==> src/rtl/core/aptrf_pkg.sv <==
// Package: shared types and constants for the aging peer table forwarder.
`default_nettype none
package aptrf_pkg;

  localparam int unsigned PeerEntries = 64;
  localparam int unsigned RoomBytes   = 16;
  localparam int unsigned SlotW       = $clog2(PeerEntries);
  localparam int unsigned CntW        = $clog2(PeerEntries + 1);
  localparam int unsigned TimeW       = 48;
  localparam int unsigned QDepth      = 2;

  localparam logic [31:0] TimeoutReset = 32'd30000;
  localparam logic [31:0] AllOnesAddr  = 32'hFFFF_FFFF;
  localparam logic [1:0]  ModeData     = 2'd1;
  localparam logic [0:0]  RegTimeout   = 1'b0;
  localparam logic        KindLearn    = 1'b0;
  localparam logic        KindDeliver  = 1'b1;

  function automatic logic [63:0] byte_mask(int bytes);
    logic [63:0] m;
    m = '0;
    for (int i = 0; i < 8; i++) begin
      if (i < bytes) m[8*i +: 8] = 8'hFF;
    end
    return m;
  endfunction

  localparam logic [63:0] RoomLowMask  = byte_mask(RoomBytes);
  localparam logic [63:0] RoomHighMask = byte_mask(RoomBytes - 8);

  typedef struct packed {
    logic [1:0]  mode;
    logic [47:0] now_ms;
    logic [63:0] room_low;
    logic [63:0] room_high;
    logic [31:0] source_address;
    logic [31:0] target_address;
    logic        broadcast_flag;
    logic [31:0] endpoint_address;
    logic [15:0] endpoint_port;
  } req_t;

  typedef struct packed {
    logic        kind;
    logic [5:0]  slot;
    logic [31:0] dest_address;
    logic [15:0] dest_port;
    logic        last;
  } rsp_t;

  // classified job handed from front to back
  typedef struct packed {
    logic        fwd;
    logic        bcast;
    logic [47:0] now_ms;
    logic [63:0] room_low;
    logic [63:0] room_high;
    logic [31:0] src;
    logic [31:0] tgt;
    logic [31:0] eaddr;
    logic [15:0] eport;
  } job_t;

  typedef enum logic [6:0] {
    StIdle  = 7'b0000001,
    StExp   = 7'b0000010,
    StScan  = 7'b0000100,
    StLearn = 7'b0001000,
    StRep   = 7'b0010000,
    StFwd   = 7'b0100000,
    StFwdCk = 7'b1000000
  } state_e;

endpackage
`default_nettype wire

==> src/rtl/core/aptrf_front.sv <==
// Front end: accept headers, classify them, and queue jobs for the table engine.
`default_nettype none
module aptrf_front (
  input  wire logic            clk_i,
  input  wire logic            rst_ni,
  input  wire logic            in_valid_i,
  output logic                 in_ready_o,
  input  wire aptrf_pkg::req_t in_data_i,
  output logic                 job_valid_o,
  input  wire logic            job_ready_i,
  output aptrf_pkg::job_t      job_o
);
  import aptrf_pkg::*;

  job_t            q_mem [QDepth];
  logic [0:0]      wr_q, rd_q;
  logic [1:0]      cnt_q;
  job_t            job_c;
  logic            push, pop;

  always_comb begin
    job_c.fwd       = (in_data_i.mode == ModeData);
    job_c.bcast     = in_data_i.broadcast_flag | (in_data_i.target_address == AllOnesAddr);
    job_c.now_ms    = in_data_i.now_ms;
    job_c.room_low  = in_data_i.room_low & RoomLowMask;
    job_c.room_high = in_data_i.room_high & RoomHighMask;
    job_c.src       = in_data_i.source_address;
    job_c.tgt       = in_data_i.target_address;
    job_c.eaddr     = in_data_i.endpoint_address;
    job_c.eport     = in_data_i.endpoint_port;
  end

  assign in_ready_o  = (cnt_q != 2'(QDepth));
  assign job_valid_o = (cnt_q != 2'd0);
  assign job_o       = q_mem[rd_q];
  assign push        = in_valid_i & in_ready_o;
  assign pop         = job_valid_o & job_ready_i;

  always_ff @(posedge clk_i) begin
    if (push) q_mem[wr_q] <= job_c;
  end

  always_ff @(posedge clk_i or negedge rst_ni) begin
    if (!rst_ni) begin
      wr_q  <= '0;
      rd_q  <= '0;
      cnt_q <= '0;
    end else begin
      if (push) wr_q <= ~wr_q;
      if (pop)  rd_q <= ~rd_q;
      cnt_q <= cnt_q + 2'(push) - 2'(pop);
    end
  end

`ifndef SYNTHESIS
  a_no_over: assert property (@(posedge clk_i) disable iff (!rst_ni)
    cnt_q <= 2'(QDepth)) else $error("queue overflow");
  a_push_cnt: assert property (@(posedge clk_i) disable iff (!rst_ni)
    push && !pop |=> cnt_q == $past(cnt_q) + 2'd1) else $error("push lost");
  a_pop_cnt: assert property (@(posedge clk_i) disable iff (!rst_ni)
    pop && !push |=> cnt_q == $past(cnt_q) - 2'd1) else $error("pop lost");
`endif
endmodule
`default_nettype wire

==> config.mk <==
export PLATFORM = sky130hd
export DESIGN_NAME = aptrf_front
export DESIGN_NICKNAME = d
export VERILOG_FILES = /design/src/rtl/core/aptrf_pkg.sv /design/src/rtl/core/aptrf_front.sv
export SDC_FILE = /design/constraint.sdc
export NUM_CORES = 1
export LEC_CHECK = 0
export ABC_AREA = 1
export BUFFER_PORTS_ARGS = -buffer_cell sky130_fd_sc_hd__buf_2
export CORE_AREA = 2 2 228 230
export DETAILED_ROUTE_END_ITERATION = 8
export DIE_AREA = 0 0 230 232
export GPL_TIMING_DRIVEN = 0
export PLACE_DENSITY = 0.73
export SYNTH_ARGS = -nofsm -noshare
export SYNTH_HDL_FRONTEND = slang
export SYNTH_SLANG_ARGS = --single-unit
==> constraint.sdc <==
create_clock -name clk_i -period 22.3 [get_ports clk_i]
set_input_delay 1.115 -clock clk_i [delete_from_list [all_inputs] [get_ports clk_i]]
set_output_delay 1.115 -clock clk_i [all_outputs]
set_load 0.02 [all_outputs]
==> out/metrics.yaml <==
timing:
  final-setup-viol-count: 0
  rsz0062_at_grt: "false"
  min_period_over_period_pct: 14.72
  final_max_slew_viol_count: 0
  min_period_ps: 3283
  hold_viol: 0
  finClkSkew_ps: 21.75
  tightest_slew_ps: 824.7
  slew_headroom_pct: 44.89
  setup_tns_ps: 0
  fmax_mhz: 304.6
clock_network:
  worstSkewPairLatency_ps: 600
  hold_buffers: 0
  cts_tree: "built"
  cts.sinks: 584
  post_cts_resized: 0
  cts_max_level: 2
  ctsLongestPathBuffers: 3
  cts_buffers: 57
  post_cts_buffers: 0
  clock_tree.root_cell: "clkbuf_16"
  clkTransAtPathRegs_ps: 60
cells_and_area:
  final_nets: 2534
  layout-drive-gt1-share_pct: 33.03
  finalInstanceArea_um2: 27390
  area_growth_pct: 28.36
synthesis:
  yosys-top-cells-count: "898 x nand2_1, 580 x edfxtp_1, 62 x buf_2, 15 x nor2_1, 7 x inv_1"
  syn-cell-area_um2: 21340
  synth_edf_count: 580
  synthTopCellsByArea: "edfxtp_1 82%, nand2_1 16%, buf_2 1.5%, dfrtp_1 0.47%, nor2_1 0.26%"
  ys_seq_area_share_pct: 82.09
  synthFlopType: "edfxtp_1"
  async_reset_ff_share_pct: 0.6849
  yosys.area.top_type: "edfxtp_1"
  yosys.cell_types.count: 11
  synth_cells: 1573
  syn_avg_cell_area_um2: 13.57
  yosysTopAreaCellShare_pct: 81.62
  yosys_warnings: 0
  synth-seq-cells: 584
  syn_nets: 1869
  yosysMostFrequentCell: "nand2_1"
floorplanning:
  initial_utilization_pct: 41.94
  row_count: 83
  dieArea_um2: 53360
  die_x_um: 230
  core_region_area_um2: 50890
  die_h_um: 232
  ios: 587
critical_path:
  start_kind: "register"
  cp.arrival_ps: 2170
  worstPathMaxFanout: 10
  worstSetupPathType: "reg2out"
  worstPathRequired_ps: 21190
  setup.worst_path.end_class: "primary output"
detailed_routing:
  ant_nets: 0
  drt-wirelength-per-cell_um: 18.19
  vias_per_cell: 4.709
  first_pass_iters: 5
  drtIter0Drc: 880
  wirelength_um: 53970
  drc: 0
  vias: 13971
power:
  power.density_nw_per_um2: 144.6
  vdd_drop_max_uv: 108.2
  p_leak_uw: 0.01181
global_routing:
  overflow: 0
  grt_max_degree: 33
  grt_pass1_vias: 14108
  grt_pass1_wl_um: 79180
  grt_usage_pct: 19.49
  grt_antenna_before_repair: 13
placement:
  portBuffers: 586
  routabilityCongestion: 0.8235
  placed_area_um2: 25560
  dpl.hpwl_um: 39160
run_status:
  outcome: "finished clean"
min_path:
  hold_class: "in2async"
run:
  max_cap_violations: 0
cell families after synthesis:
| logic type | Yosys count | share of synthesized area, % |
|---|---|---|
| DFF | 584 | 82.09 |
| xor gates and xnor gates | 3 | 0.1232 |
| buffers and inverters | 71 | 1.648 |
| adders and majority gates | 1 | 0.05862 |
| and+or+nand+nor | 914 | 16.08 |
cell type report:
cell class / count / area, um^2
Tap cell: 680 / 850.8
Fill cell: 4187 / 23500
Timing Repair Buffer: 606 / 3356
Multi-Input combinational cell: 918 / 3486
Clock inverter: 34 / 301.5
Sequential cell: 584 / 17520
Buffer: 64 / 325.3
Clock buffer: 70 / 1518
Inverter: 7 / 26.28
Antenna cell: 4 / 10.01
power breakdown:
part           leakage [uW]  internal [uW]  switching, uW
Clock              0.000893            540            391
Sequential          0.00543           1490           55.2
Combinational       0.00549            418           1070
Total                0.0118           2450           1510
cell usage in the layout, fill, tap and decap left out, types with 3 or more instances in the layout:
| cell | instances |
|---|---|
| nand2_1 | 898 |
| buf_2 | 648 |
| edfxtp_1 | 580 |
| clkbuf_16 | 59 |
| buf_12 | 17 |
| nor2_1 | 13 |
| clkinv_2 | 12 |
| clkbuf_1 | 11 |
| clkinv_1 | 11 |
| inv_1 | 7 |
| bufinv_16 | 5 |
| diode_2 | 4 |
| dfrtp_1 | 4 |
| buf_16 | 3 |
sequential cells by signal (all words and copies together), names as in the netlist:
signal  flops
rd_q        1
q_mem     580
wr_q        1
cnt_q       2
metal layers:
layer	global-route usage (%)	vias to the layer above	part of all wire [%]
met5	0	-	0.17
met2	34.01	599	51
li1	-	6652	-
met3	6.692	130	9.4
met4	7.863	12	3.6
met1	21.89	6578	36
worst max-delay path, cell delays in order, from the launching register on:
cell and delay (ps):
dfrtp_1 410, inv_1 100, buf_2 330, buf_2 330
nand2_1 80, nand2_1 120, buf_2 180
final timing paths:
check	end	slack (ps)	cells after the start	from
max	job_o[112]	19020	6	rd_q$_DFFE_PN0P_
min	rd_q$_DFFE_PN0P_	310	1	rst_ni
max reg2reg	q_mem[1][118]$_DFFE_PP_	19330	8	cnt_q[1]$_DFF_PN0_
min reg2reg	cnt_q[0]$_DFF_PN0_	510	1	cnt_q[0]$_DFF_PN0_
max in group asynchronous	cnt_q[0]$_DFF_PN0_	21870	1	rst_ni
min in group clk_i	cnt_q[0]$_DFF_PN0_	510	1	cnt_q[0]$_DFF_PN0_
per-stage QoR:
stage	hold WS, ps	setup WS (ps)	cells	util (%)	total power [uW]
global placement	485.8	1686	2839	49.37	3184
floorplan	478.4	8097	1573	-	2565
finish	312.9	19020	2967	53.83	3962
detailed placement	496.8	18620	2859	50.23	3064
CTS	279.2	18870	2963	53.81	4000
global route	281.7	18850	2967	53.83	4161
No activity file was read; power rests on OpenSTA's default activity.
