<file path="src/rtl/core/aptrf_pkg.sv">
// Package: shared types and constants for the aging peer table forwarder.
`default_nettype none
package aptrf_pkg;

  localparam int unsigned PeerEntries = 64;
  localparam int unsigned RoomBytes   = 16;
  localparam int unsigned SlotW       = $clog2(PeerEntries);
  localparam int unsigned CntW        = $clog2(PeerEntries + 1);
  localparam int unsigned TimeW       = 48;
  localparam int unsigned QDepth      = 2;

  localparam logic [31:0] TimeoutReset = 32'd30000;
  localparam logic [31:0] AllOnesAddr  = 32'hFFFF_FFFF;
  localparam logic [1:0]  ModeData     = 2'd1;
  localparam logic [0:0]  RegTimeout   = 1'b0;
  localparam logic        KindLearn    = 1'b0;
  localparam logic        KindDeliver  = 1'b1;

  function automatic logic [63:0] byte_mask(int bytes);
    logic [63:0] m;
    m = '0;
    for (int i = 0; i < 8; i++) begin
      if (i < bytes) m[8*i +: 8] = 8'hFF;
    end
    return m;
  endfunction

  localparam logic [63:0] RoomLowMask  = byte_mask(RoomBytes);
  localparam logic [63:0] RoomHighMask = byte_mask(RoomBytes - 8);

  typedef struct packed {
    logic [1:0]  mode;
    logic [47:0] now_ms;
    logic [63:0] room_low;
    logic [63:0] room_high;
    logic [31:0] source_address;
    logic [31:0] target_address;
    logic        broadcast_flag;
    logic [31:0] endpoint_address;
    logic [15:0] endpoint_port;
  } req_t;

  typedef struct packed {
    logic        kind;
    logic [5:0]  slot;
    logic [31:0] dest_address;
    logic [15:0] dest_port;
    logic        last;
  } rsp_t;

  // classified job handed from front to back
  typedef struct packed {
    logic        fwd;
    logic        bcast;
    logic [47:0] now_ms;
    logic [63:0] room_low;
    logic [63:0] room_high;
    logic [31:0] src;
    logic [31:0] tgt;
    logic [31:0] eaddr;
    logic [15:0] eport;
  } job_t;

  typedef enum logic [6:0] {
    StIdle  = 7'b0000001,
    StExp   = 7'b0000010,
    StScan  = 7'b0000100,
    StLearn = 7'b0001000,
    StRep   = 7'b0010000,
    StFwd   = 7'b0100000,
    StFwdCk = 7'b1000000
  } state_e;

endpackage
`default_nettype wire

</file>
<file path="src/rtl/core/aptrf_out.sv">
// Output register for the result stream; the last flag passes through unchanged.
`default_nettype none
module aptrf_out (
  input  wire logic            clk_i,
  input  wire logic            rst_ni,
  input  wire logic            in_valid_i,
  output logic                 in_ready_o,
  input  wire aptrf_pkg::rsp_t in_data_i,
  output logic                 out_valid_o,
  input  wire logic            out_ready_i,
  output aptrf_pkg::rsp_t      out_data_o
);
  import aptrf_pkg::*;

  rsp_t d_q;
  logic v_q;

  assign in_ready_o  = !v_q || out_ready_i;
  assign out_valid_o = v_q;
  assign out_data_o  = d_q;

  always_ff @(posedge clk_i) begin
    if (in_valid_i && in_ready_o) d_q <= in_data_i;
  end

  always_ff @(posedge clk_i or negedge rst_ni) begin
    if (!rst_ni) v_q <= 1'b0;
    else if (in_ready_o) v_q <= in_valid_i;
  end
endmodule
`default_nettype wire

</file>
<file path="config.mk">
export PLATFORM = sky130hd
export DESIGN_NAME = aptrf_out
export DESIGN_NICKNAME = d
export VERILOG_FILES = /design/src/rtl/core/aptrf_pkg.sv /design/src/rtl/core/aptrf_out.sv
export SDC_FILE = /design/constraint.sdc
export NUM_CORES = 1
export LEC_CHECK = 0
export BUFFER_PORTS_ARGS = -buffer_cell sky130_fd_sc_hd__buf_4
export CAP_MARGIN = 20
export CORE_MARGIN = 3
export CORE_UTILIZATION = 40
export DETAILED_ROUTE_END_ITERATION = 10
export PLACE_DENSITY_LB_ADDON = 0.15
export SYNTH_ARGS = -nofsm -noshare
export SYNTH_HDL_FRONTEND = slang
export SYNTH_SLANG_ARGS = --single-unit
</file>
<file path="constraint.sdc">
create_clock -name clk_i -period 1.6 [get_ports clk_i]
set_clock_uncertainty 0.15 [all_clocks]
set_input_delay 0.32 -clock clk_i [delete_from_list [all_inputs] [get_ports clk_i]]
set_output_delay 0.32 -clock clk_i [all_outputs]
set_load 0.01 [all_outputs]
</file>
==> results of run 1 <==
-- Yosys cell counts (all sizes together) --
library cell | count | area [um2]
dfrtp | 1 | 25.0
and2 | 1 | 8.76
nand2b | 2 | 20.0
edfxtp | 56 | 1680
-- sequential cells by signal, indices dropped and copies added (netlist names) --
name	cells
out_data_o	56
out_valid_o	1
-- area by class of cell --
class | instances | area share, %
multi-input combinational | 3 | 1.00
clock inverter | 6 | 0.869
clock buffer | 10 | 4.43
timing repair buffer | 120 | 32.2
sequential | 57 | 59.3
tap | 50 | 2.17
-- worst max-delay path, stage by stage (launching register included) --
cell and delay, ns:
dfrtp_1 0.40, nand2b_4 0.08, buf_4 0.11
-- kinds of logic (layout without fill, tap and decap cells) --
kind of cell | after synthesis | count (layout) | synth area share (%)
simple gates | 3 | 3 | 1.66
buf+inv | 0 | 136 | 0
flops | 57 | 57 | 98.3
-- timing repair --
item,CTS,global route
hold buffers,1,0
buffers inserted,0,0
endpoints found under the hold margin,1,0
-- worst paths after layout --
| path | from | endpoint | slack, ns | cells past startpoint |
|---|---|---|---|---|
| setup reg to reg | out_valid_o | out_data_o[35] | 0.28 | 3 |
| hold reg to reg | out_valid_o | out_valid_o | 0.40 | 2 |
| setup / recovery | out_valid_o | in_ready_o | 0.22 | 2 |
| min in group asynchronous | rst_ni | out_valid_o | 0.16 | 2 |
| max in group asynchronous | rst_ni | out_valid_o | 1.06 | 2 |
| hold / removal | in_data_i[22] | out_data_o[22] | 0.03 | 1 |
-- cells in the final DEF (no fill, tap or decap) --
cell type        n
buf_4          117
edfxtp_1        56
clkbuf_8         9
clkinv_1         4
clkinv_2         2
buf_12           2
nand2b_4         1
nand2b_1         1
and2_4           1
clkbuf_1         1
dlygate4sd3_1    1
dfrtp_1          1
-- per-layer routing --
metal | track usage [%] | vias to the layer above
met5 | 0 | -
met3 | 7.01 | 5
met1 | 14.9 | 495
met4 | 9.39 | 0
li1 | - | 501
met2 | 24.2 | 64
-- report_power, final --
part	leakage (nW)	switching [mW]	total, mW	internal [mW]
clock	0.0800	0.491	1.02	0.534
combinational	0.600	0.128	0.327	0.199
sequential	0.544	0.0243	1.76	1.74
total	1.22	0.643	3.12	2.47
==> flow_metrics.py, run 1 <==
metrics = {
    "detailed_routing": {
        "via_per_inst": 4.33,
        "drc_errors": 0,
        "wl_met1_um": 1250,
        "wl_met2_um": 2040,
        "top_layer": "met4",
        "ant_nets": 0,
        "finalWirelength_um": 3780,
        "routed-wl-met3_um": 443,
        "vias": 1065,
        "drtPass1Iterations": 2,
        "drtIter0Drc": 63,
        "wire_per_inst_um": 15.4,
    },
    "finish": {
        "multi_input_area_um2": 28.8,
        "fill_cells": 300,
        "drive_above_1_share_pct": 67.3,
        "post-route-util_pct": 70.5,
        "final_nets": 251,
        "seq_area_um2": 1710,
        "design_area_um2": 2880,
        "area_delta_synth_final_pct": 65.9,
        "antennaDiodeCount": 0,
        "fin_cells": 246,
    },
    "die": {
        "die_w_um": 71.9,
        "rows": 23,
        "floorplan.initialDensity_pct": 42.5,
        "core_um2": 4090,
        "design.portCount": 118,
        "die_h_um": 71.9,
        "dieArea_um2": 5160,
    },
    "power": {
        "power.total_mw": 3.12,
        "p_leak_nw": 1.22,
        "peakVddDrop_mv": 0.767,
        "p_per_area_nw_per_um2": 1080,
    },
    "job": {
        "drv_cap": 0,
    },
    "worst_setup_path": {
        "crit_arrival_ns": 0.91,
        "critPathLaunchType": "flop",
        "crit_fanout": 3,
        "crit_required_ns": 1.13,
        "crit_type": "reg2out",
        "endpoint_kind": "primary output",
    },
    "sta": {
        "hold_violations": 0,
        "max_freq_mhz": 723,
        "tightest_slew_ns": 0.157,
        "holdWs_ns": 0.0292,
        "report.final.slew_viol_count": 0,
        "finalCriticalPeriod_ns": 1.38,
        "finalSetupTns_ns": 0,
        "rsz0062_at_grt": "no",
        "fin_crit_sh_pct": 86.5,
        "slew_headroom_pct": 89.5,
        "worst_slack_ns": 0.216,
        "finalSetupViolations": 0,
    },
    "grt": {
        "grt_pass1_wl_um": 5330,
        "grt_max_degree": 31,
        "gr-total-overflow": 0,
        "grt_usage_pct": 14.7,
        "antenna_found_initial": 0,
        "grt_pass1_vias": 1124,
    },
    "placed_design": {
        "dp_slack_ns": 0.250,
        "gp_congestion": 0.677,
        "dp_cells": 229,
        "port_buffers": 117,
        "dpl_cell_area_um2": 2720,
    },
    "synthesis": {
        "yosysUniqueCellTypes": 5,
        "synth_area_um2": 1740,
        "ys.warnings.count": 0,
        "synth_seq_area_share_pct": 98.3,
        "synth_nets": 120,
        "synth.avg_cell_area_um2": 28.9,
        "syn_inst": 60,
        "ys_ff_latch": 57,
    },
    "clocking": {
        "cts_made_buffers": 9,
        "clock_path_buffers": 2,
        "cts-root-buf": "clkbuf_8",
        "clock_latency_ns": 0.31,
        "cts_sinks": 57,
        "path_clk_slew_ns": 0.06,
        "cts_resized": 0,
        "h-tree-depth": 3,
        "tritoncts": "done",
    },
    "min_path": {
        "hp-class": "in2reg",
    },
    "outcome": {
        "outcome": "completed",
    },
}
Power figures use the tool's default switching activity.
==> inputs of run 2 (changes only) <==
Settings changed: ABC_AREA set to 1.
==> run 2 against run 1 <==
  * Wire length increased by 1.2%
  * Clock-buffer cell count increased by 1
  * Sequential power about the same
  * Design area increased by 0.17%
  * Hold slack got worse by 0.0013 ns
  * Critical path type unchanged
  * Final cell count increased by 0.81%
==> flow_metrics.py, run 2 <==
metrics = {
    "outcome": {
        "outcome": "completed",
    },
    "worst_setup_path": {
        "crit_arrival_ns": 0.96,
        "regToRegStartpoint": "out_valid_o",
        "crit_type": "reg2out",
        "crit_end": "in_ready_o",
        "rrSetupSlack_ns": 0.26,
        "crit_required_ns": 1.13,
        "rr_worst_depth": 2,
        "critPathLaunchType": "flop",
        "r2r-end": "out_data_o[41]",
        "crit_start": "out_valid_o",
        "crit_fanout": 3,
        "endpoint_kind": "primary output",
    },
    "placed_design": {
        "dpl_cell_area_um2": 2720,
        "dp_hpwl_um": 2960,
        "port_buffers": 117,
        "gp_congestion": 0.699,
    },
    "clocking": {
        "tritoncts": "done",
        "cts_made_buffers": 9,
        "h-tree-depth": 3,
        "clock_latency_ns": 0.31,
        "cts_resized": 0,
        "clock_path_buffers": 2,
        "postCtsHoldBufs": 1,
        "cts-root-buf": "clkbuf_8",
        "path_clk_slew_ns": 0.06,
        "cts_sinks": 57,
        "post_cts_buffers": 0,
    },
    "detailed_routing": {
        "drtIter0Drc": 65,
        "vias": 1086,
        "wire_per_inst_um": 15.4,
        "drc_errors": 0,
        "via_per_inst": 4.38,
        "ant_nets": 0,
        "drtPass1Iterations": 4,
        "finalWirelength_um": 3820,
    },
    "sta": {
        "finalSetupViolations": 0,
        "slew_headroom_pct": 86.8,
        "max_freq_mhz": 700,
        "report.final.slew_viol_count": 0,
        "tightest_slew_ns": 0.197,
        "finalCriticalPeriod_ns": 1.43,
        "rsz0062_at_grt": "no",
        "hold_violations": 0,
        "fin_crit_sh_pct": 89.3,
    },
    "die": {
        "design.portCount": 118,
        "die_h_um": 71.7,
        "dieArea_um2": 5140,
        "die_w_um": 71.7,
        "core_um2": 4090,
        "floorplan.initialDensity_pct": 42.3,
        "rows": 23,
    },
    "finish": {
        "mostFrequentLayoutCells": "117 x buf_4, 56 x edfxtp_1, 9 x clkbuf_8",
        "largest_reg_flops": 56,
        "final_nets": 253,
        "antennaDiodeCount": 0,
        "area_delta_synth_final_pct": 67.0,
        "fill_cells": 283,
        "design_area_um2": 2880,
        "final_common_cell": "buf_4",
        "drive_above_1_share_pct": 67.2,
    },
    "synthesis": {
        "netlist.area_leader.share_pct": 97.4,
        "ys.warnings.count": 0,
        "synth.most_common_cell": "edfxtp_1",
        "yosysUniqueCellTypes": 5,
        "async_flop_share_pct": 1.75,
        "yosysTopAreaCell": "edfxtp_1",
        "synth_area_um2": 1730,
        "synth_nets": 122,
        "synth_edf_count": 56,
        "ys_ff_latch": 57,
        "synth_area_leaders": "edfxtp_1 97%, dfrtp_1 1.4%, inv_1 0.43%",
        "syn_inst": 62,
        "synthTopCellsByCount": "56 x edfxtp_1, 2 x inv_1, 2 x nand2_1",
        "dominantRegCellSynth": "edfxtp_1",
        "synth_seq_area_share_pct": 98.8,
        "synth.avg_cell_area_um2": 27.8,
    },
    "grt": {
        "gr-total-overflow": 0,
        "grt_usage_pct": 15.5,
        "grt_pass1_wl_um": 5640,
        "antenna_found_initial": 0,
        "grt_pass1_vias": 1132,
        "grt_max_degree": 32,
    },
    "job": {
        "drv_cap": 0,
    },
    "power": {
        "power.total_mw": 3.12,
        "p_leak_nw": 1.23,
        "peakVddDrop_mv": 0.682,
        "p_per_area_nw_per_um2": 1080,
    },
    "min_path": {
        "hp-class": "in2reg",
    },
}
==> run 2: cell count changes after synthesis, sizes merged <==
cell    previous run  this run
inv                0         2
and2               1         0
nand2              0         2
a21oi              0         1
nand2b             2         0
==> run 2: worst max-delay path, cell delays in order (launching register included) <==
cell and delay, ns:
dfrtp_2 0.43, nand2_1 0.09, buf_4 0.12
==> run 2: cells by family (layout without fill, tap and decap cells) <==
| kind of cell | Yosys count | after routing | synth area share, % |
|---|---|---|---|
| buffers and inverters | 2 | 138 | 0.435 |
| AO/OA/AOI/OAI | 1 | 1 | 0.290 |
| AND/OR/NAND/NOR | 2 | 2 | 0.435 |
| flip-flops | 57 | 57 | 98.8 |
==> run 2: worst min path at each step <==
stage / cells after the start / from / endpoint
6_report: 1 / in_data_i[49] / out_data_o[49]
5_1_grt: 1 / in_data_i[27] / out_data_o[27]
4_1_cts: 1 / in_data_i[31] / out_data_o[31]
3_5_place_dp: 1 / rst_ni / out_valid_o
3_3_place_gp: 1 / rst_ni / out_valid_o
2_1_floorplan: 0 / rst_ni / out_valid_o
==> run 2: metal layers <==
layer,global-route usage [%],part of all wire [%],vias up,routed length (um)
li1,-,-,506,-
met1,16.2,34,507,1280
met2,25.3,54,69,2050
met3,7.57,11,4,438
met4,8.77,1.3,0,48
met5,0,0,-,0
==> run 2: power by group <==
part,leakage [nW],internal (mW),total (mW),switching (mW)
clock,0.0819,0.542,1.03,0.487
sequential,0.543,1.74,1.77,0.0243
combinational,0.603,0.197,0.328,0.131
total,1.23,2.48,3.12,0.643
==> run 2: layout make-up <==
type / instances / area (um2) / share of cell area [%]
clock buffers: 11 / 131 / 4.56
clock inverters: 5 / 22.5 / 0.781
inverters: 2 / 7.51 / 0.260
multi-input cells: 3 / 23.8 / 0.824
flip-flops and latches: 57 / 1710 / 59.2
well taps: 50 / 62.6 / 2.17
repair buffers: 120 / 928 / 32.2
==> run 2: per-stage QoR <==
step                      util (%)  cells  setup slack, ns  hold slack (ns)  setup TNS [ns]
final                         70.6    248            0.171           0.0279               0
after floorplan                  -     62           -0.374           -0.126          -20.94
after detailed placement      66.6    231            0.234          -0.0526               0
after global routing          70.6    248            0.114          0.00240               0
after global placement        66.6    231            0.273          -0.0547               0
after CTS                     70.6    248            0.139          0.00697               0
