`config.mk`:
```
export PLATFORM = sky130hd
export DESIGN_NAME = aptrf_cfg
export DESIGN_NICKNAME = d
export VERILOG_FILES = /design/src/rtl/core/aptrf_pkg.sv /design/src/rtl/core/aptrf_cfg.sv
export SDC_FILE = /design/constraint.sdc
export NUM_CORES = 1
export LEC_CHECK = 0
export BUFFER_PORTS_ARGS = -buffer_cell sky130_fd_sc_hd__buf_2
export CAP_MARGIN = 20
export CORE_ASPECT_RATIO = 0.8
export CORE_MARGIN = 10
export CORE_UTILIZATION = 30
export CTS_CLUSTER_DIAMETER = 30
export DETAILED_ROUTE_END_ITERATION = 7
export GPL_TIMING_DRIVEN = 1
export MAX_ROUTING_LAYER = met4
export PLACE_DENSITY_LB_ADDON = 0.05
export SYNTH_ARGS = -nofsm -noshare
export SYNTH_HDL_FRONTEND = slang
export SYNTH_SLANG_ARGS = --single-unit
```
`constraint.sdc`:
```
create_clock -name clk_i -period 1.3 [get_ports clk_i]
set_input_delay 0 -clock clk_i [delete_from_list [all_inputs] [get_ports clk_i]]
set_output_delay 0 -clock clk_i [all_outputs]
set_load 0.02 [all_outputs]
```
`src/rtl/core/aptrf_pkg.sv`:
```
// Package: shared types and constants for the aging peer table forwarder.
`default_nettype none
package aptrf_pkg;

  localparam int unsigned PeerEntries = 64;
  localparam int unsigned RoomBytes   = 16;
  localparam int unsigned SlotW       = $clog2(PeerEntries);
  localparam int unsigned CntW        = $clog2(PeerEntries + 1);
  localparam int unsigned TimeW       = 48;
  localparam int unsigned QDepth      = 2;

  localparam logic [31:0] TimeoutReset = 32'd30000;
  localparam logic [31:0] AllOnesAddr  = 32'hFFFF_FFFF;
  localparam logic [1:0]  ModeData     = 2'd1;
  localparam logic [0:0]  RegTimeout   = 1'b0;
  localparam logic        KindLearn    = 1'b0;
  localparam logic        KindDeliver  = 1'b1;

  function automatic logic [63:0] byte_mask(int bytes);
    logic [63:0] m;
    m = '0;
    for (int i = 0; i < 8; i++) begin
      if (i < bytes) m[8*i +: 8] = 8'hFF;
    end
    return m;
  endfunction

  localparam logic [63:0] RoomLowMask  = byte_mask(RoomBytes);
  localparam logic [63:0] RoomHighMask = byte_mask(RoomBytes - 8);

  typedef struct packed {
    logic [1:0]  mode;
    logic [47:0] now_ms;
    logic [63:0] room_low;
    logic [63:0] room_high;
    logic [31:0] source_address;
    logic [31:0] target_address;
    logic        broadcast_flag;
    logic [31:0] endpoint_address;
    logic [15:0] endpoint_port;
  } req_t;

  typedef struct packed {
    logic        kind;
    logic [5:0]  slot;
    logic [31:0] dest_address;
    logic [15:0] dest_port;
    logic        last;
  } rsp_t;

  // classified job handed from front to back
  typedef struct packed {
    logic        fwd;
    logic        bcast;
    logic [47:0] now_ms;
    logic [63:0] room_low;
    logic [63:0] room_high;
    logic [31:0] src;
    logic [31:0] tgt;
    logic [31:0] eaddr;
    logic [15:0] eport;
  } job_t;

  typedef enum logic [6:0] {
    StIdle  = 7'b0000001,
    StExp   = 7'b0000010,
    StScan  = 7'b0000100,
    StLearn = 7'b0001000,
    StRep   = 7'b0010000,
    StFwd   = 7'b0100000,
    StFwdCk = 7'b1000000
  } state_e;

endpackage
`default_nettype wire

```
`src/rtl/core/aptrf_cfg.sv`:
```
// APB configuration register file holding the entry timeout.
`default_nettype none
module aptrf_cfg (
  input  wire logic        clk_i,
  input  wire logic        rst_ni,
  input  wire logic        psel,
  input  wire logic        penable,
  input  wire logic        pwrite,
  input  wire logic [1:0]  paddr,
  input  wire logic [31:0] pwdata,
  output logic [31:0]      prdata,
  output logic             pready,
  output logic [31:0]      timeout_o
);
  import aptrf_pkg::*;

  logic [31:0] timeout_q;
  logic        hit;

  assign hit       = (paddr == {RegTimeout, 1'b0});
  assign pready    = 1'b1;
  assign prdata    = hit ? timeout_q : 32'd0;
  assign timeout_o = timeout_q;

  always_ff @(posedge clk_i or negedge rst_ni) begin
    if (!rst_ni) begin
      timeout_q <= TimeoutReset;
    end else if (psel && penable && pwrite && hit) begin
      timeout_q <= pwdata;
    end
  end
endmodule
`default_nettype wire

```
==> results of run 1 <==
[synth_stat cells (all sizes together)]
library cell  number
dfrtp             25
buf                5
and2              32
and4               1
clkbuf             3
dfstp              7
mux2              32
nor2               1
conb               1
[power groups by stage]
stage	clock, mW	sequential (mW)	combinational, mW
floorplan	0	1.72	0.515
global placement	0	1.44	1.27
detailed placement	0	1.44	1.27
CTS	0.819	1.44	1.35
global route	0.863	1.47	1.41
finish	0.773	1.43	1.32
[metrics by stage]
| stage | cells | power (mW) | hold WS (ps) | utilization (%) |
|---|---|---|---|---|
| 2_1_floorplan | 107 | 2.24 | -296 | - |
| 4_1_cts | 307 | 3.60 | 339 | 50.6 |
| 5_1_grt | 307 | 3.75 | 404 | 50.6 |
| 6_report | 307 | 3.52 | 307 | 50.6 |
| 3_5_place_dp | 266 | 2.71 | 110 | 42.3 |
| 3_3_place_gp | 266 | 2.70 | 93.1 | 42.3 |
[worst max-delay path: cells and delay by family, from the launching register on]
kind,cells,cell delay (ps)
buffers and inverters,1,160
and+or+nand+nor,1,110
DFF,1,540
[area by class of cell]
class | instances | share of cell area [%]
clock buffer | 6 | 3.22
timing repair buffer | 138 | 34.7
clock inverter | 2 | 0.390
tap | 62 | 3.03
multi-input combinational | 67 | 27.1
sequential | 32 | 31.6
[kinds of logic after synthesis]
group / share of synthesized area [%]
other cells: 0.235
mux: 29.7
buf+inv: 5.65
simple gates: 13.7
flops: 50.8
[routing by layer]
layer | routed length (µm) | GRT usage (%) | vias to the layer above | part of all wire (%)
met5 | 0 | - | - | 0
met2 | 2360 | 18.8 | 51 | 52
met3 | 371 | 4.05 | 4 | 8.2
li1 | - | - | 621 | -
met4 | 31 | 3.41 | 0 | 0.68
met1 | 1780 | 11.4 | 611 | 39
[worst paths after layout]
path                                            from                   endpoint  slack (ps)  depth (start not counted)
max                        timeout_o[13]$_DFFE_PN1P_                 prdata[13]         210                          2
min                                           rst_ni  timeout_o[27]$_DFFE_PN0P_         310                          2
max reg2reg                timeout_o[22]$_DFFE_PN0P_  timeout_o[22]$_DFFE_PN0P_         510                          1
min reg2reg                timeout_o[27]$_DFFE_PN0P_  timeout_o[27]$_DFFE_PN0P_         520                          1
max in group asynchronous                     rst_ni   timeout_o[7]$_DFFE_PN0P_         540                          2
min in group clk_i                           penable  timeout_o[19]$_DFFE_PN0P_         420                          4
==> results.sh, run 1 <==
export IMPL_clk_pin_slew_ps=70
export IMPL_clkPwrFrac_pct=22.0
export IMPL_synth_top_area_share_pct=39.2
export IMPL_cts_root_buf="clkbuf_8"
export IMPL_critPathLaunchType="flip-flop"
export IMPL_viasPerCell=4.19
export IMPL_syn_num_nets=146
export IMPL_drt_pre_antenna_iters=3
export IMPL_ys_seq_area_share_pct=50.8
export IMPL_wl_mm=4.54
export IMPL_maxSlewHeadroom_pct=53.4
export IMPL_antenna_left=0
export IMPL_regArea_um2=810
export IMPL_min_period_ps=1090
export IMPL_cts_setup_buffers=0
export IMPL_initial_core_util_pct=31.5
export IMPL_post_route_period_util_pct=84.0
export IMPL_die_w_um=101
export IMPL_postPlaceCellArea_um2=2140
export IMPL_power_density_nw_per_um2=1370
export IMPL_gp_congestion=0.690
export IMPL_drive_gt1_share_pct=63.7
export IMPL_clk_latency_ps=270
export IMPL_pre_cts_ws_ps=125
export IMPL_grt_pass1_vias=1459
export IMPL_drtIter0Drc=17
export IMPL_fin_worst_skew_ps=0
export IMPL_worst_slack_ps=208
export IMPL_layout_common_cells="buf_2, dlygate4sd3_1, and2_1, mux2_4, dfrtp_1"
export IMPL_multi_input_area_um2=696
export IMPL_cp_slowest_cell="dfstp_2"
export IMPL_crit_path_end_kind="output pin"
export IMPL_wl_per_cell_um=14.8
export IMPL_synthCells=107
export IMPL_clock_sinks=32
export IMPL_p_sw_mw=1.19
export IMPL_synth_area_um2=1590
export IMPL_ys_ff_latch=32
export IMPL_tightest_slew_ps=700
export IMPL_synth_cell_types=13
export IMPL_arrival_ps=1090
export IMPL_syn_avg_cell_area_um2=14.9
export IMPL_largest_reg_flops=32
export IMPL_vias=1287
export IMPL_io_buffers=102
export IMPL_path_cells="and2_1, buf_2"
export IMPL_cts_buffers_inserted=5
export IMPL_clock_path_buffers=2
export IMPL_cts_resized=0
export IMPL_synth_area_leaders="dfrtp_1, mux2_4, and2_1"
export IMPL_outcome="completed"
export IMPL_ios=104
export IMPL_switching_share_pct=33.7
export IMPL_grt_ovfl_total=0
export IMPL_yosysTopAreaCell="dfrtp_1"
export IMPL_cp_max_fo=3
export IMPL_hold_buffers=33
export IMPL_p_int_mw=2.33
export IMPL_nets=283
export IMPL_power_frac_comb_pct=37.5
export IMPL_antenna_found_initial=0
export IMPL_p_seq_share_pct=40.6
export IMPL_cts_tree="yes"
export IMPL_fillCellCount=455
export IMPL_ys_warn_count=0
export IMPL_row_count=23
export IMPL_worst_ep_required_time_ps=1300
export IMPL_tns_ps=0
export IMPL_grt_max_degree=33
export IMPL_grtUsageTotal_pct=11.0
export IMPL_antenna_cells=0
export IMPL_area_delta_synth_final_pct=60.8
export IMPL_critPathMaxStageDelay_ps=540
export IMPL_die_area_um2=8650
export IMPL_grt_pass1_wl_mm=7.40
export IMPL_max_freq_mhz=916
export IMPL_p_leak_nw=1.36
export IMPL_die_h_um=85.2
export IMPL_layout_commonest_cell="buf_2"
export IMPL_slew_violations=0
export IMPL_h_tree_depth=2
export IMPL_design_area_um2=2560
export IMPL_hold_viol=0
export IMPL_drcViolationCount=0
export IMPL_finalSetupViolations=0
export IMPL_grt_setup_unrepaired="no"
export IMPL_critPathKind="reg -> out"
export IMPL_ir_drop_v=0.000613
export IMPL_timing_max_cap_violations=0
export IMPL_coreArea_um2=5060
export IMPL_min_path_type="in -> async"
(Power assumes the default switching activity.)
==> inputs of run 2 (changes only) <==
- ABC_AREA: unset -> 1
- clock period: 1.3 -> 0.95 ns (I/O delays scaled with it)
==> run 2 against run 1 <==
The run now ends with setup timing left; critical path type unchanged; clock skew is the same; critical path depth grew 1; critical endpoint is now prdata[12]; final cell count grew 39%; synthesized cell count grew 98%; via count grew 40%; non-clock buffer count grew 19.
==> results.sh, run 2 <==
export IMPL_yosysMostFrequentCell="nand2_1"
export IMPL_power_density_nw_per_um2=1700
export IMPL_clk_pin_slew_ps=60
export IMPL_area_delta_synth_final_pct=82.7
export IMPL_fillCellCount=492
export IMPL_fin_worst_skew_ps=0
export IMPL_async_flop_share_pct=100
export IMPL_grt_pass1_vias=1841
export IMPL_p_leak_nw=1.62
export IMPL_worst_slack_ps=-149
export IMPL_grt_max_degree=33
export IMPL_viasPerCell=4.24
export IMPL_cts_root_buf="clkbuf_8"
export IMPL_clock_path_buffers=2
export IMPL_drt_pre_antenna_iters=4
export IMPL_critPathMaxStageDelay_ps=560
export IMPL_synthCells=212
export IMPL_synth_cell_types=13
export IMPL_ys_ff_latch=32
export IMPL_synth_edf_count=0
export IMPL_critPathLaunchType="flip-flop"
export IMPL_initial_core_util_pct=31.5
export IMPL_worst_ep_required_time_ps=950
export IMPL_cts_buffers_inserted=5
export IMPL_ys_seq_area_share_pct=50.7
export IMPL_coreArea_um2=5060
export IMPL_wl_mm=6.00
export IMPL_clk_latency_ps=280
export IMPL_cp_slowest_cell="dfstp_2"
export IMPL_cts_tree="yes"
export IMPL_pre_cts_ws_ps=132
export IMPL_synth_top_area_share_pct=39.2
export IMPL_nets=402
export IMPL_synth_area_um2=1600
export IMPL_netlist_top_cells_count="nand2_1, inv_1, nand3_1, nor2_1, dfrtp_1"
export IMPL_die_h_um=85.2
export IMPL_ys_flop_type="dfrtp_1"
export IMPL_ir_drop_v=0.000843
export IMPL_max_freq_mhz=910
export IMPL_ios=104
export IMPL_timing_max_cap_violations=0
export IMPL_antenna_left=0
export IMPL_die_area_um2=8650
export IMPL_layout_commonest_cell="nand2_1"
export IMPL_vias=1806
export IMPL_stdcell_count=426
export IMPL_h_tree_depth=2
export IMPL_min_period_ps=1100
export IMPL_power_mw=4.96
export IMPL_grtUsageTotal_pct=13.4
export IMPL_outcome="finished, violations left"
export IMPL_grt_ovfl_total=0
export IMPL_dp_hpwl_mm=4.01
export IMPL_gp_congestion=0.688
export IMPL_final_util_pct=57.6
export IMPL_antenna_found_initial=0
export IMPL_cp_max_fo=3
export IMPL_finalSetupViolations=15
export IMPL_yosysTopAreaCell="dfrtp_1"
export IMPL_die_w_um=102
export IMPL_wl_per_cell_um=14.1
export IMPL_path_cells="inv_2, nor2_2, buf_6"
export IMPL_syn_num_nets=251
export IMPL_io_buffers=102
export IMPL_hold_viol=0
export IMPL_drcViolationCount=0
export IMPL_grt_pass1_wl_mm=9.11
export IMPL_dp_cells=372
export IMPL_reg2reg_slack_ps=50
export IMPL_arrival_ps=1100
export IMPL_min_path_type="in -> async"
export IMPL_grt_setup_unrepaired="yes"
export IMPL_post_route_period_util_pct=116
export IMPL_drive_gt1_share_pct=43.4
export IMPL_row_count=23
export IMPL_crit_path_end_kind="output pin"
export IMPL_slew_violations=0
export IMPL_layout_common_cells="nand2_1, buf_2, buf_4, dlygate4sd3_1, nand3_1"
export IMPL_path_buf_inv=2
export IMPL_violations="setup timing"
export IMPL_synth_area_leaders="dfrtp_1, nand2_1, dfstp_2"
export IMPL_syn_avg_cell_area_um2=7.52
export IMPL_drtIter0Drc=53
export IMPL_design_area_um2=2920
export IMPL_antenna_cells=0
export IMPL_ys_warn_count=0
export IMPL_clock_sinks=32
export IMPL_postPlaceCellArea_um2=2190
export IMPL_critPathKind="reg -> out"
export IMPL_largest_reg_flops=32
export IMPL_critPathTopFamily="flip-flops"
-- run 2: cell count changes after synthesis, moves of 3 or more --
| cell | delta |
|---|---|
| inv_1 | +33 |
| and2_1 | -30 |
| clkbuf_1 | -3 |
| buf_4 | +6 |
| nor2_1 | +32 |
| mux2_4 | -30 |
| nand3_1 | +32 |
| buf_2 | +3 |
| buf_12 | -3 |
| nand2_1 | +65 |
-- run 2: what timing repair did --
action                                  4_1_cts  5_1_grt
endpoints found under the setup margin       34       39
hold endpoints to repair                     59        0
hold buffers                                 33        0
resized for setup                            42       36
pin swaps                                    14       22
buffers inserted                              4        9
-- run 2: per-layer routing --
layer / track usage, % / wire length, µm
met1: 15.4 / 2660
met2: 21.5 / 2890
met3: 3.89 / 363
met4: 4.68 / 93
met5: - / 0
-- run 2: logic make-up after synthesis --
group	share of synthesized area, %
flops	50.7
other cells	0.235
simple gates	34.7
buf+inv	14.4
-- run 2: final timing paths --
check,from,end,cells after the start
max in group asynchronous,rst_ni,timeout_o[13]$_DFFE_PN1P_,3
max,timeout_o[12]$_DFFE_PN1P_,prdata[12],3
max reg2reg,timeout_o[5]$_DFFE_PN1P_,timeout_o[5]$_DFFE_PN1P_,4
min reg2reg,timeout_o[10]$_DFFE_PN1P_,timeout_o[10]$_DFFE_PN1P_,2
min in group clk_i,paddr[0],timeout_o[8]$_DFFE_PN1P_,5
min,rst_ni,timeout_o[28]$_DFFE_PN0P_,2
-- run 2: where the power goes --
part,internal [mW],switching [mW],total (mW),leakage [nW]
Clock,0.590,0.472,1.06,0.0455
Sequential,1.69,0.231,1.92,0.391
Combinational,0.874,1.10,1.97,1.18
-- run 2: through the flow --
| step | hold WS [ps] | TNS, ps |
|---|---|---|
| 4_1_cts | 159 | -1370 |
| 3_3_place_gp | -68.7 | 0 |
| 6_report | 160 | -1180 |
| 5_1_grt | 179 | -2670 |
| 2_1_floorplan | -296 | 0 |
| 3_5_place_dp | -70.7 | 0 |
-- run 2: final cells by class --
type	instances	area (µm²)	share of cell area, %
Multi-Input combinational cell	133	609	20.9
Inverter	34	128	4.38
Sequential cell	32	810	27.8
Tap cell	62	77.6	2.66
Clock buffer	8	90.1	3.09
Timing Repair Buffer	157	1200	41.2
==> inputs of run 3 (changes only) <==
- CORE_UTILIZATION: 30 -> 38
==> run 3 against run 2 <==
The run still ends with setup timing left; critical path depth unchanged; clock-buffer cell count down 1; non-clock buffer count up 5; worst setup slack worse by 22 ps; first-iteration DRC count up 5.7%; cell area down 0.39%; core utilization up 16 points; clock skew unchanged.
==> results.sh, run 3 (synthesis gave the netlist of run 2 again) <==
export IMPL_die_h_um=78.0
export IMPL_coreArea_um2=3930
export IMPL_power_mw=5.08
export IMPL_drt_pre_antenna_iters=6
export IMPL_grt_ovfl_total=0
export IMPL_hold_slack_ps=177
export IMPL_area_delta_synth_final_pct=82.0
export IMPL_use_met1_pct=16.8
export IMPL_clk_pin_slew_ps=60
export IMPL_die_area_um2=7210
export IMPL_reg2reg_slack_ps=60
export IMPL_grt_max_degree=33
export IMPL_antenna_left=0
export IMPL_top_usage_layer="met2"
export IMPL_cts_tree="yes"
export IMPL_max_freq_mhz=892
export IMPL_die_w_um=92.4
export IMPL_grtUsageTotal_pct=15.3
export IMPL_design_area_um2=2900
export IMPL_crit_path_end="prdata[8]"
export IMPL_critPathKind="reg -> out"
export IMPL_regToRegStartpoint="timeout_o[12]$_DFFE_PN1P_"
export IMPL_grt_met2_usage_pct=25.7
export IMPL_worst_ep_required_time_ps=950
export IMPL_slew_violations=0
export IMPL_postPlaceCellArea_um2=2170
export IMPL_ios=104
export IMPL_timing_max_cap_violations=0
export IMPL_finalSetupViolations=21
export IMPL_outcome="finished, violations left"
export IMPL_cts_buffers_inserted=5
export IMPL_hold_viol=0
export IMPL_grt_setup_unrepaired="yes"
export IMPL_crit_path_end_kind="output pin"
export IMPL_clock_path_buffers=2
export IMPL_cp_startpoint="timeout_o[8]$_DFFE_PN1P_"
export IMPL_min_period_ps=1120
export IMPL_nets=407
export IMPL_power_density_nw_per_um2=1750
export IMPL_p_leak_nw=1.65
export IMPL_ff2ff_path_depth=4
export IMPL_violations="setup timing"
export IMPL_initial_core_util_pct=40.6
export IMPL_clk_latency_ps=280
export IMPL_layout_commonest_cell="nand2_1"
export IMPL_clock_sinks=32
export IMPL_fin_worst_skew_ps=0
export IMPL_r2r_end="timeout_o[12]$_DFFE_PN1P_"
export IMPL_gp_congestion=0.732
export IMPL_post_route_period_util_pct=118
export IMPL_worst_slack_ps=-171
export IMPL_cts_root_buf="clkbuf_8"
export IMPL_wl_per_cell_um=13.5
export IMPL_min_path_type="in -> reg"
export IMPL_h_tree_depth=2
export IMPL_row_count=20
export IMPL_drive_gt1_share_pct=42.1
export IMPL_antenna_found_initial=0
export IMPL_ir_drop_v=0.00101
export IMPL_grt_pass1_vias=1769
export IMPL_io_buffers=102
export IMPL_critPathLaunchType="flip-flop"
export IMPL_cp_max_fo=2
export IMPL_arrival_ps=1120
export IMPL_drtIter0Drc=56
export IMPL_use_met3_pct=5.00
export IMPL_antenna_cells=0
export IMPL_vias=1815
export IMPL_wl_mm=5.69
export IMPL_largest_reg_flops=32
export IMPL_grt_pass1_wl_mm=8.74
export IMPL_drcViolationCount=0
export IMPL_dp_hpwl_mm=3.70
export IMPL_layout_common_cells="nand2_1, buf_2, buf_4, dlygate4sd3_1, nand3_1"
export IMPL_viasPerCell=4.29
==> run 3: metrics by stage <==
stage          util, %  TNS [ps]  worst slack, ps  cells
6_report          73.9     -1540             -171    423
3_3_place_gp      55.1         0              126    365
3_5_place_dp      55.1         0             87.3    365
5_1_grt           73.9     -3110             -214    423
2_1_floorplan        -         0             25.1    212
4_1_cts           70.0     -1600             -158    412
==> run 3: layout make-up <==
cell class              instances  area, µm²
fillers                       310       1020
well taps                      55       68.8
multi-input cells             133        562
flip-flops and latches         32        810
clock buffers                   7       96.3
inverters                      34        130
repair buffers                162       1240
==> run 3: worst max-delay path, cell delays in order, from the launching register on <==
cell and delay, ps:
dfstp_2 530, inv_1 40, nor2_1 120, buf_4 160
==> run 3: report_power, final <==
part / switching, mW / total (mW) / internal [mW]
combinational: 1.08 / 2.05 / 0.961
clock: 0.472 / 1.12 / 0.644
sequential: 0.226 / 1.92 / 1.69
total: 1.78 / 5.08 / 3.30
==> run 3: how the worst min path moves through the flow <==
stage	from	endpoint	slack [ps]	depth (start not counted)
3_3_place_gp	rst_ni	timeout_o[1]$_DFFE_PN0P_	-30	2
3_5_place_dp	rst_ni	timeout_o[1]$_DFFE_PN0P_	-30	2
4_1_cts	paddr[0]	timeout_o[14]$_DFFE_PN1P_	170	5
6_report	paddr[0]	timeout_o[14]$_DFFE_PN1P_	180	5
2_1_floorplan	rst_ni	timeout_o[0]$_DFFE_PN0P_	-300	0
5_1_grt	paddr[0]	timeout_o[5]$_DFFE_PN1P_	190	5
==> run 3: repair_timing <==
item	CTS	global route
endpoints found under the hold margin	64	0
gates resized for setup	43	28
pin swaps	8	15
hold buffers	33	0
setup buffers	7	11
endpoints found under the setup margin	39	39
==> run 3: per-layer routing <==
layer  vias up  part of all wire [%]
li1        932                     -
met1       819                    43
met2        57                    49
met3         7                   6.6
met4         0                   1.1
met5         -                     0
